===== src/rtl/core/ljpa_pkg.sv =====
// Shared constants, minimum-image and saturation helpers for the Lennard-Jones pair accumulator.
`timescale 1ns / 1ps
`default_nettype none
package ljpa_pkg;
  localparam int COORD_W = 24;
  localparam int IDX_W   = 12;
  localparam int EXCL_W  = 13;
  localparam int ACC_W   = 48;
  localparam int SQ_W    = 48;
  localparam int WORD_W  = 64;
  localparam int QUO_W   = 37;
  localparam int FRAC_W  = 33;
  localparam int CFG_IDX_W = 3;

  localparam logic [CFG_IDX_W-1:0] CFG_BOX_X   = 3'd0;
  localparam logic [CFG_IDX_W-1:0] CFG_BOX_Y   = 3'd1;
  localparam logic [CFG_IDX_W-1:0] CFG_BOX_Z   = 3'd2;
  localparam logic [CFG_IDX_W-1:0] CFG_SIGMA   = 3'd3;
  localparam logic [CFG_IDX_W-1:0] CFG_EPS     = 3'd4;
  localparam logic [CFG_IDX_W-1:0] CFG_CUTOFF  = 3'd5;

  localparam logic [ACC_W-1:0] ACC_MAX = {1'b0, {(ACC_W-1){1'b1}}};
  localparam logic [ACC_W-1:0] ACC_MIN = {1'b1, {(ACC_W-1){1'b0}}};

  // Magnitude of the minimum-image difference p - o, wrapped at most once.
  function automatic logic [COORD_W-1:0] min_mag(input logic [COORD_W-1:0] p,
                                                  input logic [COORD_W-1:0] o,
                                                  input logic [COORD_W-1:0] box);
    logic signed [COORD_W+2:0] d;
    logic signed [COORD_W+2:0] b;
    logic signed [COORD_W+2:0] w;
    logic [COORD_W+2:0] m;
    d = $signed({3'b000, p}) - $signed({3'b000, o});
    b = $signed({3'b000, box});
    if ((d <<< 1) >= b) begin
      w = d - b;
    end else if ((d <<< 1) <= -b) begin
      w = d + b;
    end else begin
      w = d;
    end
    m = w[COORD_W+2] ? 27'(-w) : 27'(w);
    return m[COORD_W-1:0];
  endfunction

  // Signed term from a magnitude, clamped to the accumulator range; top bit flags a clamp.
  function automatic logic [ACC_W:0] clamp_term(input logic neg,
                                                 input logic [WORD_W-1:0] mag);
    logic [WORD_W-1:0] neg_mag;
    neg_mag = -mag;
    if (neg) begin
      if (mag > {16'd0, ACC_MIN}) begin
        return {1'b1, ACC_MIN};
      end
      return {1'b0, neg_mag[ACC_W-1:0]};
    end
    if (mag > {16'd0, ACC_MAX}) begin
      return {1'b1, ACC_MAX};
    end
    return {1'b0, mag[ACC_W-1:0]};
  endfunction

  // Saturating signed add; top bit flags saturation.
  function automatic logic [ACC_W:0] sat_add(input logic [ACC_W-1:0] a,
                                              input logic [ACC_W-1:0] b);
    logic [ACC_W:0] s;
    s = {a[ACC_W-1], a} + {b[ACC_W-1], b};
    if (s[ACC_W] != s[ACC_W-1]) begin
      return {1'b1, s[ACC_W] ? ACC_MIN : ACC_MAX};
    end
    return {1'b0, s[ACC_W-1:0]};
  endfunction
endpackage
`default_nettype wire


===== src/rtl/core/ljpa_div.sv =====
// Restoring divider computing floor(num*2^32/den) one quotient bit per cycle.
`timescale 1ns / 1ps
`default_nettype none
module ljpa_div import ljpa_pkg::*; (
  input  wire logic             clk,
  input  wire logic             rst,
  input  wire logic             start,
  input  wire logic [SQ_W-1:0]  num,
  input  wire logic [SQ_W-1:0]  den,
  output logic                  busy,
  output logic                  done,
  output logic [QUO_W-1:0]      quo
);
  logic [SQ_W-1:0] rem;
  logic [SQ_W-1:0] den_q;
  logic [QUO_W-1:0] bits;
  logic [5:0] cnt;
  logic [SQ_W:0] t;
  logic ge;

  always_comb begin
    t = {rem, bits[QUO_W-1]};
    ge = t >= {1'b0, den_q};
  end

  always_ff @(posedge clk) begin
    if (rst) begin
      busy <= 1'b0;
      done <= 1'b0;
      cnt  <= 6'd0;
    end else begin
      done <= 1'b0;
      if (start) begin
        busy <= 1'b1;
        cnt  <= 6'd0;
      end else if (busy) begin
        cnt <= cnt + 6'd1;
        if (cnt == 6'(QUO_W - 1)) begin
          busy <= 1'b0;
          done <= 1'b1;
        end
      end
    end
  end

  always_ff @(posedge clk) begin
    if (start) begin
      rem   <= {5'd0, num[SQ_W-1:5]};
      bits  <= {num[4:0], 32'd0};
      den_q <= den;
    end else if (busy) begin
      rem  <= ge ? 48'(t - {1'b0, den_q}) : t[SQ_W-1:0];
      bits <= {bits[QUO_W-2:0], 1'b0};
      quo  <= {quo[QUO_W-2:0], ge};
    end
  end
endmodule
`default_nettype wire


===== config.mk =====
export PLATFORM = sky130hd
export DESIGN_NAME = ljpa_div
export DESIGN_NICKNAME = d
export VERILOG_FILES = /design/src/rtl/core/ljpa_pkg.sv /design/src/rtl/core/ljpa_div.sv
export SDC_FILE = /design/constraint.sdc
export NUM_CORES = 1
export LEC_CHECK = 0
export BUFFER_PORTS_ARGS = -buffer_cell sky130_fd_sc_hd__buf_2
export CAP_MARGIN = 0
export CORE_MARGIN = 2
export CORE_UTILIZATION = 60
export CTS_CLUSTER_DIAMETER = 50
export DETAILED_ROUTE_END_ITERATION = 8
export PLACE_DENSITY = 0.82
export REMOVE_ABC_BUFFERS = 1
export SLEW_MARGIN = 25
export SYNTH_ARGS = -nofsm -noshare
export SYNTH_HDL_FRONTEND = slang
export SYNTH_SLANG_ARGS = --single-unit

===== constraint.sdc =====
create_clock -name clk -period 6.1 [get_ports clk]
set_input_delay 1.22 -clock clk [delete_from_list [all_inputs] [get_ports clk]]
set_output_delay 1.22 -clock clk [all_outputs]
set_load 0.005 [all_outputs]

==> reports/results.txt <==
run status -> finished, final reports clean
CTS tree -> yes
cells after synthesis -> 851
core area -> 13900 µm²
CTS buffer count -> 17
FF+latch count, synth -> 146
top cell type by total area after synthesis -> edfxtp_1
GRT Total Usage -> 27.1%
main combinational cell family by area after synthesis -> compound AO/OA/AOI/OAI gates
row count -> 43
f_max -> 0.262 GHz
WL/cell -> 17.4 µm
area of the die -> 15300 µm²
CTS Sinks -> 146
Routability Congestion -> 0.918
slowest cell on the critical path -> inv_2
complex-gate fraction of the synthesized area -> 18.9%
Max Fanout on Critical Path -> 45
P_leak -> 4.17 nW
Die Span X -> 124 µm
RSZ-0062 raised after global routing -> no
Post-CTS Hold Fix Bufs -> 0
final std cells w/o fill -> 1162
worst path bufs/invs -> 1
sequential element share of the synthesized area -> 49.5%
asr flop ratio synth -> 0%
vias in the first global route -> 6612
worst-skew pair later-pin latency -> 0.44 ns
Post-Synth XOR/XNOR Area -> 3.46%
Area after DPL -> 9360 µm²
Clock transition at path regs -> 0.06 ns
final period utilization -> 62.7%
placed insts -> 1130
final setup violation count -> 0
Netlist Area Pre-Place -> 8600 µm²
Final Cell Area -> 9950 µm²
Post-Route WL -> 20200 µm
Hold Crit Class -> reg -> reg
Post-CTS Repair Setup Buffers -> 0
DR vias/cell -> 6.04
CP peak stage delay -> 0.65 ns
first-pass GRT wire length -> 31900 µm
Max Slew Vio Count -> 0
MaxCap Viol Count -> 0
final hold violation count -> 0
Setup Crit Path Kind -> reg -> reg
initial antenna violation count -> 0
Fin Setup TNS -> 0 ns
critical-path cell list -> ha_1 > o21ai_1 > a21oi_2 > o2111ai_1 > a311oi_2 > o21ai_2 > a21oi_4 > nor2_4 > inv_2 > o311ai_0 > a31oi_1
share of cells above drive strength 1 -> 19.9%
EDFF count, synth -> 133
vias after detailed routing -> 7021
largest net degree at the start of global routing -> 49
diode count -> 0
Final Skew -> 0.0108 ns
Die Ht -> 124 µm
Final ANT Viol Nets -> 0
Peak VDD IR -> 0.279 mV
syn_area_per_cell -> 10.1 µm²
CP Capture Type -> register
Slew @ Worst Pin -> 0.876 ns
Fillers -> 1032
Synth area leaders -> edfxtp_1 46%, ha_1 7.3%, nand2_1 4.0%
CP arrival -> 4.10 ns
Critical Path RT -> 6.38 ns
Top FF cell, synth -> edfxtp_1
Area Overhead vs Synth -> 15.7%
DP Wirelength -> 14400 µm
Ys Warns -> 0
initial core utilization -> 61.7%
First-pass DRT Iterations -> 7
simple-gate share of the synthesized area -> 13.9%
DRC violations left -> 0
Yosys cell types -> 72
CTS resizes -> 0
starting DRC count in detailed routing -> 582
PwrDens -> 331 nW/µm²
worst rel slew slack -> 41.5%
Top delay family on crit path -> compound AO/OA/AOI/OAI gates
Clock Tree Root -> clkbuf_16
mux cell area share after synthesis -> 1.61%
I/O Buffers -> 137
Nets -> 1119
Final min period -> 3.82 ns
Overflow after GRT -> 0
CTS max path bufs -> 2
Post-Synth Adder-Cell Area -> 7.51%
htree depth -> 4
num ports -> 138
CP Launch Type -> register
Yosys top cell area share -> 46.4%
cell usage in the layout (no fill, tap or decap), drive strengths merged, types with 10 or more instances in the layout:
cell type  Yosys  layout
edfxtp       133     133
buf           26     142
a31oi         41      41
xor2          12      12
clkbuf        17      19
nor3          15      15
o21ai         44      44
inv           64      64
nand2         92      92
nand4         21      21
nor2          71      71
a21o          31      31
a21oi         60      60
ha            50      50
xnor2         22      22
nand3         15      15
a2bb2oi       10      10
dfxtp         13      13
or3           10      10
layout make-up:
type	instances	area, µm²	share of cell area (%)
clock buffers	19	433	4.35
clock inverters	13	160	1.61
inverters	64	240	2.41
multi-input cells	598	3910	39.3
flip-flops and latches	146	4250	42.8
well taps	180	225	2.26
repair buffers	142	726	7.29
cell families (layout without fill, tap and decap cells):
kind of cell,after synthesis,count (layout)
adders and majority gates,51,51
and+or+nand+nor,258,258
xor gates and xnor gates,34,34
DFF,146,146
AOI/OAI and AO/OA,242,242
muxes,13,13
buffers and inverters,107,238
layer usage:
metal / GRT usage [%] / share of wire [%] / up-vias / routed length, µm
met5: 0 / 0 / - / 0
met3: 6.14 / 7.6 / 43 / 1530
met2: 42.5 / 46 / 308 / 9300
met4: 10.5 / 2.5 / 0 / 511
li1: - / - / 3390 / -
met1: 36.9 / 44 / 3280 / 8890
worst reg2reg max path, cell delays in order (launching register included):
cell,delay [ns]
edfxtp_1,0.39
ha_1,0.42
o21ai_1,0.11
a21oi_2,0.21
o2111ai_1,0.30
a311oi_2,0.50
o21ai_2,0.13
a21oi_4,0.31
nor2_4,0.06
inv_2,0.65
o311ai_0,0.36
a31oi_1,0.24
sequential cells by signal, summed over array words and instances (netlist names):
register,flops
busy,1
den_q,48
done,1
bits,5
quo,37
cnt,6
rem,48
report_power, final:
| group | total [mW] | switching [mW] | leakage [nW] | internal (mW) |
|---|---|---|---|---|
| Sequential | 1.25 | 0.0476 | 1.39 | 1.20 |
| Combinational | 0.986 | 0.600 | 2.50 | 0.385 |
| Clock | 1.06 | 0.419 | 0.277 | 0.641 |
| Total | 3.30 | 1.07 | 4.17 | 2.23 |
path summary, 6_finish.rpt:
| check | start | end | slack (ns) | cells past startpoint |
|---|---|---|---|---|
| max reg2reg | rem[1] | rem[10] | 2.28 | 11 |
| min | quo[2] | quo[3] | 0.44 | 0 |
| max | rem[1] | rem[10] | 2.28 | 11 |
| min reg2reg | quo[2] | quo[3] | 0.44 | 0 |
through the flow:
| step | hold slack [ns] | power [mW] | utilization, % | worst slack, ns |
|---|---|---|---|---|
| after detailed placement | 0.427 | 2.23 | 67.1 | 2.36 |
| final | 0.443 | 3.30 | 71.4 | 2.28 |
| after floorplan | 0.452 | 1.97 | - | 2.03 |
| after global placement | 0.425 | 2.21 | 67.1 | 2.43 |
| after CTS | 0.443 | 3.29 | 71.4 | 2.33 |
| after global routing | 0.447 | 3.46 | 71.4 | 2.03 |
Yosys cell counts (all sizes together) (3+ instances only):
| cell | n |
|---|---|
| nand2b | 7 |
| edfxtp | 133 |
| xnor2 | 22 |
| clkbuf | 17 |
| dfxtp | 13 |
| a211o | 4 |
| nand3 | 15 |
| o21ai | 44 |
| o41ai | 3 |
| buf | 26 |
| a211oi | 6 |
| nand4 | 21 |
| inv | 64 |
| a2111oi | 3 |
| xor2 | 12 |
| nor2b | 8 |
| o221ai | 3 |
| nor2 | 71 |
| mux2 | 7 |
| o21a | 4 |
| o21bai | 6 |
| o211ai | 5 |
| a2bb2oi | 10 |
| nor3 | 15 |
| a21oi | 60 |
| a31oi | 41 |
| or3 | 10 |
| and2 | 3 |
| nand2 | 92 |
| mux2i | 6 |
| and3 | 4 |
| a21o | 31 |
| ha | 50 |
(Power assumes the default switching activity.)
