==> config.mk <==
export PLATFORM = sky130hd
export DESIGN_NAME = ljpa_mul
export DESIGN_NICKNAME = d
export VERILOG_FILES = /design/src/rtl/core/ljpa_pkg.sv /design/src/rtl/core/ljpa_mul.sv
export SDC_FILE = /design/constraint.sdc
export NUM_CORES = 2
export LEC_CHECK = 0
export BUFFER_PORTS_ARGS = -buffer_cell sky130_fd_sc_hd__buf_2
export CAP_MARGIN = 20
export CORE_ASPECT_RATIO = 1.1
export CORE_MARGIN = 2
export CORE_UTILIZATION = 53
export CTS_CLUSTER_SIZE = 8
export DETAILED_ROUTE_END_ITERATION = 7
export PLACE_DENSITY = 0.74
export SLEW_MARGIN = 10
export SYNTH_ARGS = -nofsm -noshare
export SYNTH_HDL_FRONTEND = slang
export SYNTH_SLANG_ARGS = --single-unit
==> constraint.sdc <==
create_clock -name clk -period 20.3 [get_ports clk]
set_input_delay 2.03 -clock clk [delete_from_list [all_inputs] [get_ports clk]]
set_output_delay 2.03 -clock clk [all_outputs]
set_load 0.005 [all_outputs]
==> src/rtl/core/ljpa_pkg.sv <==
// Shared constants, minimum-image and saturation helpers for the Lennard-Jones pair accumulator.
`timescale 1ns / 1ps
`default_nettype none
package ljpa_pkg;
  localparam int COORD_W = 24;
  localparam int IDX_W   = 12;
  localparam int EXCL_W  = 13;
  localparam int ACC_W   = 48;
  localparam int SQ_W    = 48;
  localparam int WORD_W  = 64;
  localparam int QUO_W   = 37;
  localparam int FRAC_W  = 33;
  localparam int CFG_IDX_W = 3;

  localparam logic [CFG_IDX_W-1:0] CFG_BOX_X   = 3'd0;
  localparam logic [CFG_IDX_W-1:0] CFG_BOX_Y   = 3'd1;
  localparam logic [CFG_IDX_W-1:0] CFG_BOX_Z   = 3'd2;
  localparam logic [CFG_IDX_W-1:0] CFG_SIGMA   = 3'd3;
  localparam logic [CFG_IDX_W-1:0] CFG_EPS     = 3'd4;
  localparam logic [CFG_IDX_W-1:0] CFG_CUTOFF  = 3'd5;

  localparam logic [ACC_W-1:0] ACC_MAX = {1'b0, {(ACC_W-1){1'b1}}};
  localparam logic [ACC_W-1:0] ACC_MIN = {1'b1, {(ACC_W-1){1'b0}}};

  // Magnitude of the minimum-image difference p - o, wrapped at most once.
  function automatic logic [COORD_W-1:0] min_mag(input logic [COORD_W-1:0] p,
                                                  input logic [COORD_W-1:0] o,
                                                  input logic [COORD_W-1:0] box);
    logic signed [COORD_W+2:0] d;
    logic signed [COORD_W+2:0] b;
    logic signed [COORD_W+2:0] w;
    logic [COORD_W+2:0] m;
    d = $signed({3'b000, p}) - $signed({3'b000, o});
    b = $signed({3'b000, box});
    if ((d <<< 1) >= b) begin
      w = d - b;
    end else if ((d <<< 1) <= -b) begin
      w = d + b;
    end else begin
      w = d;
    end
    m = w[COORD_W+2] ? 27'(-w) : 27'(w);
    return m[COORD_W-1:0];
  endfunction

  // Signed term from a magnitude, clamped to the accumulator range; top bit flags a clamp.
  function automatic logic [ACC_W:0] clamp_term(input logic neg,
                                                 input logic [WORD_W-1:0] mag);
    logic [WORD_W-1:0] neg_mag;
    neg_mag = -mag;
    if (neg) begin
      if (mag > {16'd0, ACC_MIN}) begin
        return {1'b1, ACC_MIN};
      end
      return {1'b0, neg_mag[ACC_W-1:0]};
    end
    if (mag > {16'd0, ACC_MAX}) begin
      return {1'b1, ACC_MAX};
    end
    return {1'b0, mag[ACC_W-1:0]};
  endfunction

  // Saturating signed add; top bit flags saturation.
  function automatic logic [ACC_W:0] sat_add(input logic [ACC_W-1:0] a,
                                              input logic [ACC_W-1:0] b);
    logic [ACC_W:0] s;
    s = {a[ACC_W-1], a} + {b[ACC_W-1], b};
    if (s[ACC_W] != s[ACC_W-1]) begin
      return {1'b1, s[ACC_W] ? ACC_MIN : ACC_MAX};
    end
    return {1'b0, s[ACC_W-1:0]};
  endfunction
endpackage
`default_nettype wire

==> src/rtl/core/ljpa_mul.sv <==
// Four-step fixed-point multiplier computing floor(a*b/2^32) with one 32x32 multiplier.
`timescale 1ns / 1ps
`default_nettype none
module ljpa_mul import ljpa_pkg::*; (
  input  wire logic              clk,
  input  wire logic              rst,
  input  wire logic              start,
  input  wire logic [WORD_W-1:0] a,
  input  wire logic [WORD_W-1:0] b,
  output logic                   busy,
  output logic                   done,
  output logic [WORD_W-1:0]      prod
);
  logic [WORD_W-1:0] a_q;
  logic [WORD_W-1:0] b_q;
  logic [1:0] step;
  logic [31:0] x;
  logic [31:0] y;
  logic [WORD_W-1:0] pp;
  logic [WORD_W-1:0] term;
  logic [WORD_W-1:0] prod_next;

  always_comb begin
    unique case (step)
      2'd0: begin
        x = a_q[31:0];
        y = b_q[31:0];
      end
      2'd1: begin
        x = a_q[63:32];
        y = b_q[31:0];
      end
      2'd2: begin
        x = a_q[31:0];
        y = b_q[63:32];
      end
      default: begin
        x = a_q[63:32];
        y = b_q[63:32];
      end
    endcase
    pp = 64'(x) * 64'(y);
    unique case (step)
      2'd0: term = {32'd0, pp[63:32]};
      2'd3: term = {pp[31:0], 32'd0};
      default: term = pp;
    endcase
    prod_next = ((step == 2'd0) ? 64'd0 : prod) + term;
  end

  always_ff @(posedge clk) begin
    if (rst) begin
      busy <= 1'b0;
      done <= 1'b0;
      step <= 2'd0;
    end else begin
      done <= 1'b0;
      if (start) begin
        busy <= 1'b1;
        step <= 2'd0;
      end else if (busy) begin
        step <= step + 2'd1;
        if (step == 2'd3) begin
          busy <= 1'b0;
          done <= 1'b1;
        end
      end
    end
  end

  always_ff @(posedge clk) begin
    if (start) begin
      a_q <= a;
      b_q <= b;
    end
    if (busy) begin
      prod <= prod_next;
    end
  end
endmodule
`default_nettype wire

==> reports/results.md <==
| Parameter | This run | Unit |
|---|---|---|
| GRT Util Overall | 32.9 | % |
| Vias in the first global route | 36.6k | - |
| Remaining number of nets flagged by the antenna check after routing | 0 | - |
| Top Family by Delay on Critical Path | adder cells | - |
| Starting Density | 53.6 | % |
| Setup TNS after final layout | 0 | ns |
| Sum of buffers and inverters on the critical path | 6 | - |
| Post-detailed-routing wire length | 135,000 | microns |
| Width of the die | 279 | microns |
| Remaining design rule violation count | 0 | - |
| Initial antenna violation count | 1 | - |
| Proportion of synthesized flip-flops having asynchronous set or reset | 0 | % |
| Latest clock arrival within the worst-skew pair | 0.54 | ns |
| HPWL after detailed placement | 111,000 | microns |
| Required @ worst endpoint | 20.63 | ns |
| Max frequency | 74.9 | MHz |
| Net count of the mapped netlist | 6,083 | - |
| Routed WL per cell | 23.1 | microns |
| Mean area per synthesized cell | 9.31 | sq um |
| Highest-count cells in the layout ignoring fill and taps | sky130_fd_sc_hd__fa_1 (897), sky130_fd_sc_hd__inv_1 (884), sky130_fd_sc_hd__nor2_1 (636), sky130_fd_sc_hd__nand2_1 (561), sky130_fd_sc_hd__ha_1 (329) | - |
| Core Box Area | 0.0820 | sq mm |
| Cell at the slowest stage of the critical path | sky130_fd_sc_hd__mux2i_2 | - |
| Buffers inserted during post-CTS setup optimization | 0 | - |
| Cts-stage hold buffer count | 0 | - |
| Number of antenna repair diodes | 0 | - |
| Total of max-cap violations | 0 | - |
| Total setup violations reported at the end of the flow | 0 | - |
| Setup repair after global routing missed its margin | no | - |
| Maximum net fanout on the critical path | 43 | - |
| Total count of hold-check failures in the final report | 0 | - |
| Sinks on Clock Net | 196 | - |
| Crit path capture type | flop | - |
| Post-synth EDFFs | 192 | - |
| Vias | 34.3k | - |
| Final-report max-slew violation count | 0 | - |
| PortBufs | 196 | - |
| Wire length of the first global-routing pass | 212,000 | microns |
| Detailed Route Iter0 Violations | 2,892 | - |
| Main synth FF type | sky130_fd_sc_hd__edfxtp_1 | - |
| CP startpoint kind | flop | - |
| Run status | finished, final reports clean | - |
| Rel. slew slack | 18.4 | % |
| Number of synthesized register bits | 196 | - |
| Shortest period the worst path allows | 13.35 | ns |
| Final standard cell utilization of the core | 57.0 | % |
| Class of the most critical setup path | flop to flop | - |
| Die area | 0.0853 | sq mm |
| Cell at the root of the clock tree | sky130_fd_sc_hd__clkbuf_16 | - |
| Post-layout net count | 6,129 | - |
| Worst Tran Pin Value | 1.20 | ns |
| Detailed-router iteration count before antenna repair | 6 | - |
| Standard-cell rows | 110 | - |
| Cells resized by post-CTS repair | 0 | - |
| Clock tree from TritonCTS | built | - |
| Routability-driven placement congestion ratio | 0.990 | - |
| Worst Hold Margin | 0.570 | ns |
| Pin count of the biggest net entering global routing | 74 | - |
| Part of the cycle the worst path needs | 65.7 | % |
| Count of warnings emitted by yosys | 0 | - |
| Area Growth Syn to Fin | 6.33 | % |
| Fraction of final layout cells sized beyond drive strength 1 | 9.41 | % |
| Worst clock skew on the final layout | 0.0224 | ns |
| Post-Synthesis Cells | 4,725 | - |
| Library cell appearing most often on the critical path | sky130_fd_sc_hd__fa_1 | - |
| Number of ports placed on the die boundary | 197 | - |
| Via-to-Cell Ratio | 5.87 | - |
| Total congestion overflow after global routing | 0 | - |
| Arrival time at the worst endpoint | 13.68 | ns |
| Clock transition at path regs | 0.08 | ns |
| Y dimension of the die | 306 | microns |
| Buffer levels on the longest clock path | 2 | - |
| Largest stage delay on the critical path | 1.06 | ns |
| CTS buffer count | 17 | - |
| Share of synthesized area occupied by flip-flops and latches | 13.3 | % |
| Cell area after technology mapping | 0.0440 | sq mm |
| CTS H-Tree Depth | 4 | - |
| Count of unique library cells instantiated by Yosys | 89 | - |
| Most common cell after layout, fill and taps aside | sky130_fd_sc_hd__fa_1 | - |
| Class of the worst hold path | flop to flop | - |
worst register-to-register path: cells and delay by family (launching register included):
| kind | cells | cell delay, ns |
|---|---|---|
| DFF | 1 | 0.42 |
| xor gates and xnor gates | 1 | 0.16 |
| AOI/OAI and AO/OA | 11 | 2.84 |
| muxes | 2 | 1.23 |
| adders and majority gates | 11 | 5.05 |
| buffers and inverters | 6 | 1.12 |
| and+or+nand+nor | 9 | 2.35 |
area by class of cell:
| cell class | instances | area [sq um] |
|---|---|---|
| tap | 1064 | 1330 |
| fill | 7208 | 35300 |
| timing repair buffer | 261 | 1490 |
| clock inverter | 15 | 208 |
| sequential | 196 | 5850 |
| clock buffer | 17 | 425 |
| multi-input combinational | 3411 | 34200 |
| inverter | 884 | 3320 |
flip-flops by register name (all words and copies together), names as in the netlist:
signal / flops
step: 2
a_q: 64
done: 1
busy: 1
prod: 64
b_q: 64
path summary, 6_finish.rpt:
path / depth (start not counted) / from / slack [ns] / end
setup / recovery: 40 / step[0] / 6.96 / prod[57]
hold / removal: 2 / step[1] / 0.57 / step[1]
setup reg to reg: 40 / step[0] / 6.96 / prod[57]
hold reg to reg: 2 / step[1] / 0.57 / step[1]
cell families after synthesis:
family,count (synthesis),share of synthesized area [%]
buffers and inverters,1118,9.61
AO/OA/AOI/OAI,497,7.80
multiplexers,128,3.09
adder cells (fa/ha/maj),1227,50.2
flip-flops,196,13.3
XOR/XNOR,121,2.41
AND/OR/NAND/NOR,1438,13.6
cells in the mapped netlist, types with 41 or more instances:
cell / instances / share of area [%]
sky130_fd_sc_hd__xnor2_1: 80 / 1.6
sky130_fd_sc_hd__mux2i_1: 66 / 1.5
sky130_fd_sc_hd__a21o_1: 89 / 1.5
sky130_fd_sc_hd__nor2b_1: 72 / 1.0
sky130_fd_sc_hd__a22o_1: 46 / 0.92
sky130_fd_sc_hd__ha_1: 330 / 9.4
sky130_fd_sc_hd__inv_1: 884 / 7.5
sky130_fd_sc_hd__nand2_1: 561 / 4.8
sky130_fd_sc_hd__fa_1: 897 / 41
sky130_fd_sc_hd__xor2_1: 41 / 0.82
sky130_fd_sc_hd__clkbuf_1: 212 / 1.8
sky130_fd_sc_hd__mux2_2: 62 / 1.6
sky130_fd_sc_hd__edfxtp_1: 192 / 13
sky130_fd_sc_hd__a21oi_1: 136 / 1.5
sky130_fd_sc_hd__o21ai_0: 70 / 0.80
sky130_fd_sc_hd__nor2_1: 640 / 5.5
per-stage QoR:
| stage | instance area [sq um] | worst slack, ns | std cells |
|---|---|---|---|
| finish | 46800 | 6.96 | 5848 |
| global route | 46800 | 6.33 | 5848 |
| CTS | 46800 | 7.09 | 5847 |
| detailed placement | 46100 | 7.15 | 5815 |
| global placement | 46100 | 7.08 | 5813 |
| floorplan | 44000 | 9.19 | 4725 |
per-layer routing:
| layer | vias to the layer above | wire length (microns) | global-route usage (%) |
|---|---|---|---|
| li1 | 14700 | - | - |
| met1 | 17300 | 49700 | 41.6 |
| met2 | 1867 | 62300 | 52.3 |
| met3 | 413 | 14900 | 8.95 |
| met4 | 0 | 8030 | 16.7 |
| met5 | - | 0 | 0 |
Power is left out: the tool's default activity adds up to more than one toggle a clock period on the data nets, which glitch-free logic cannot reach.
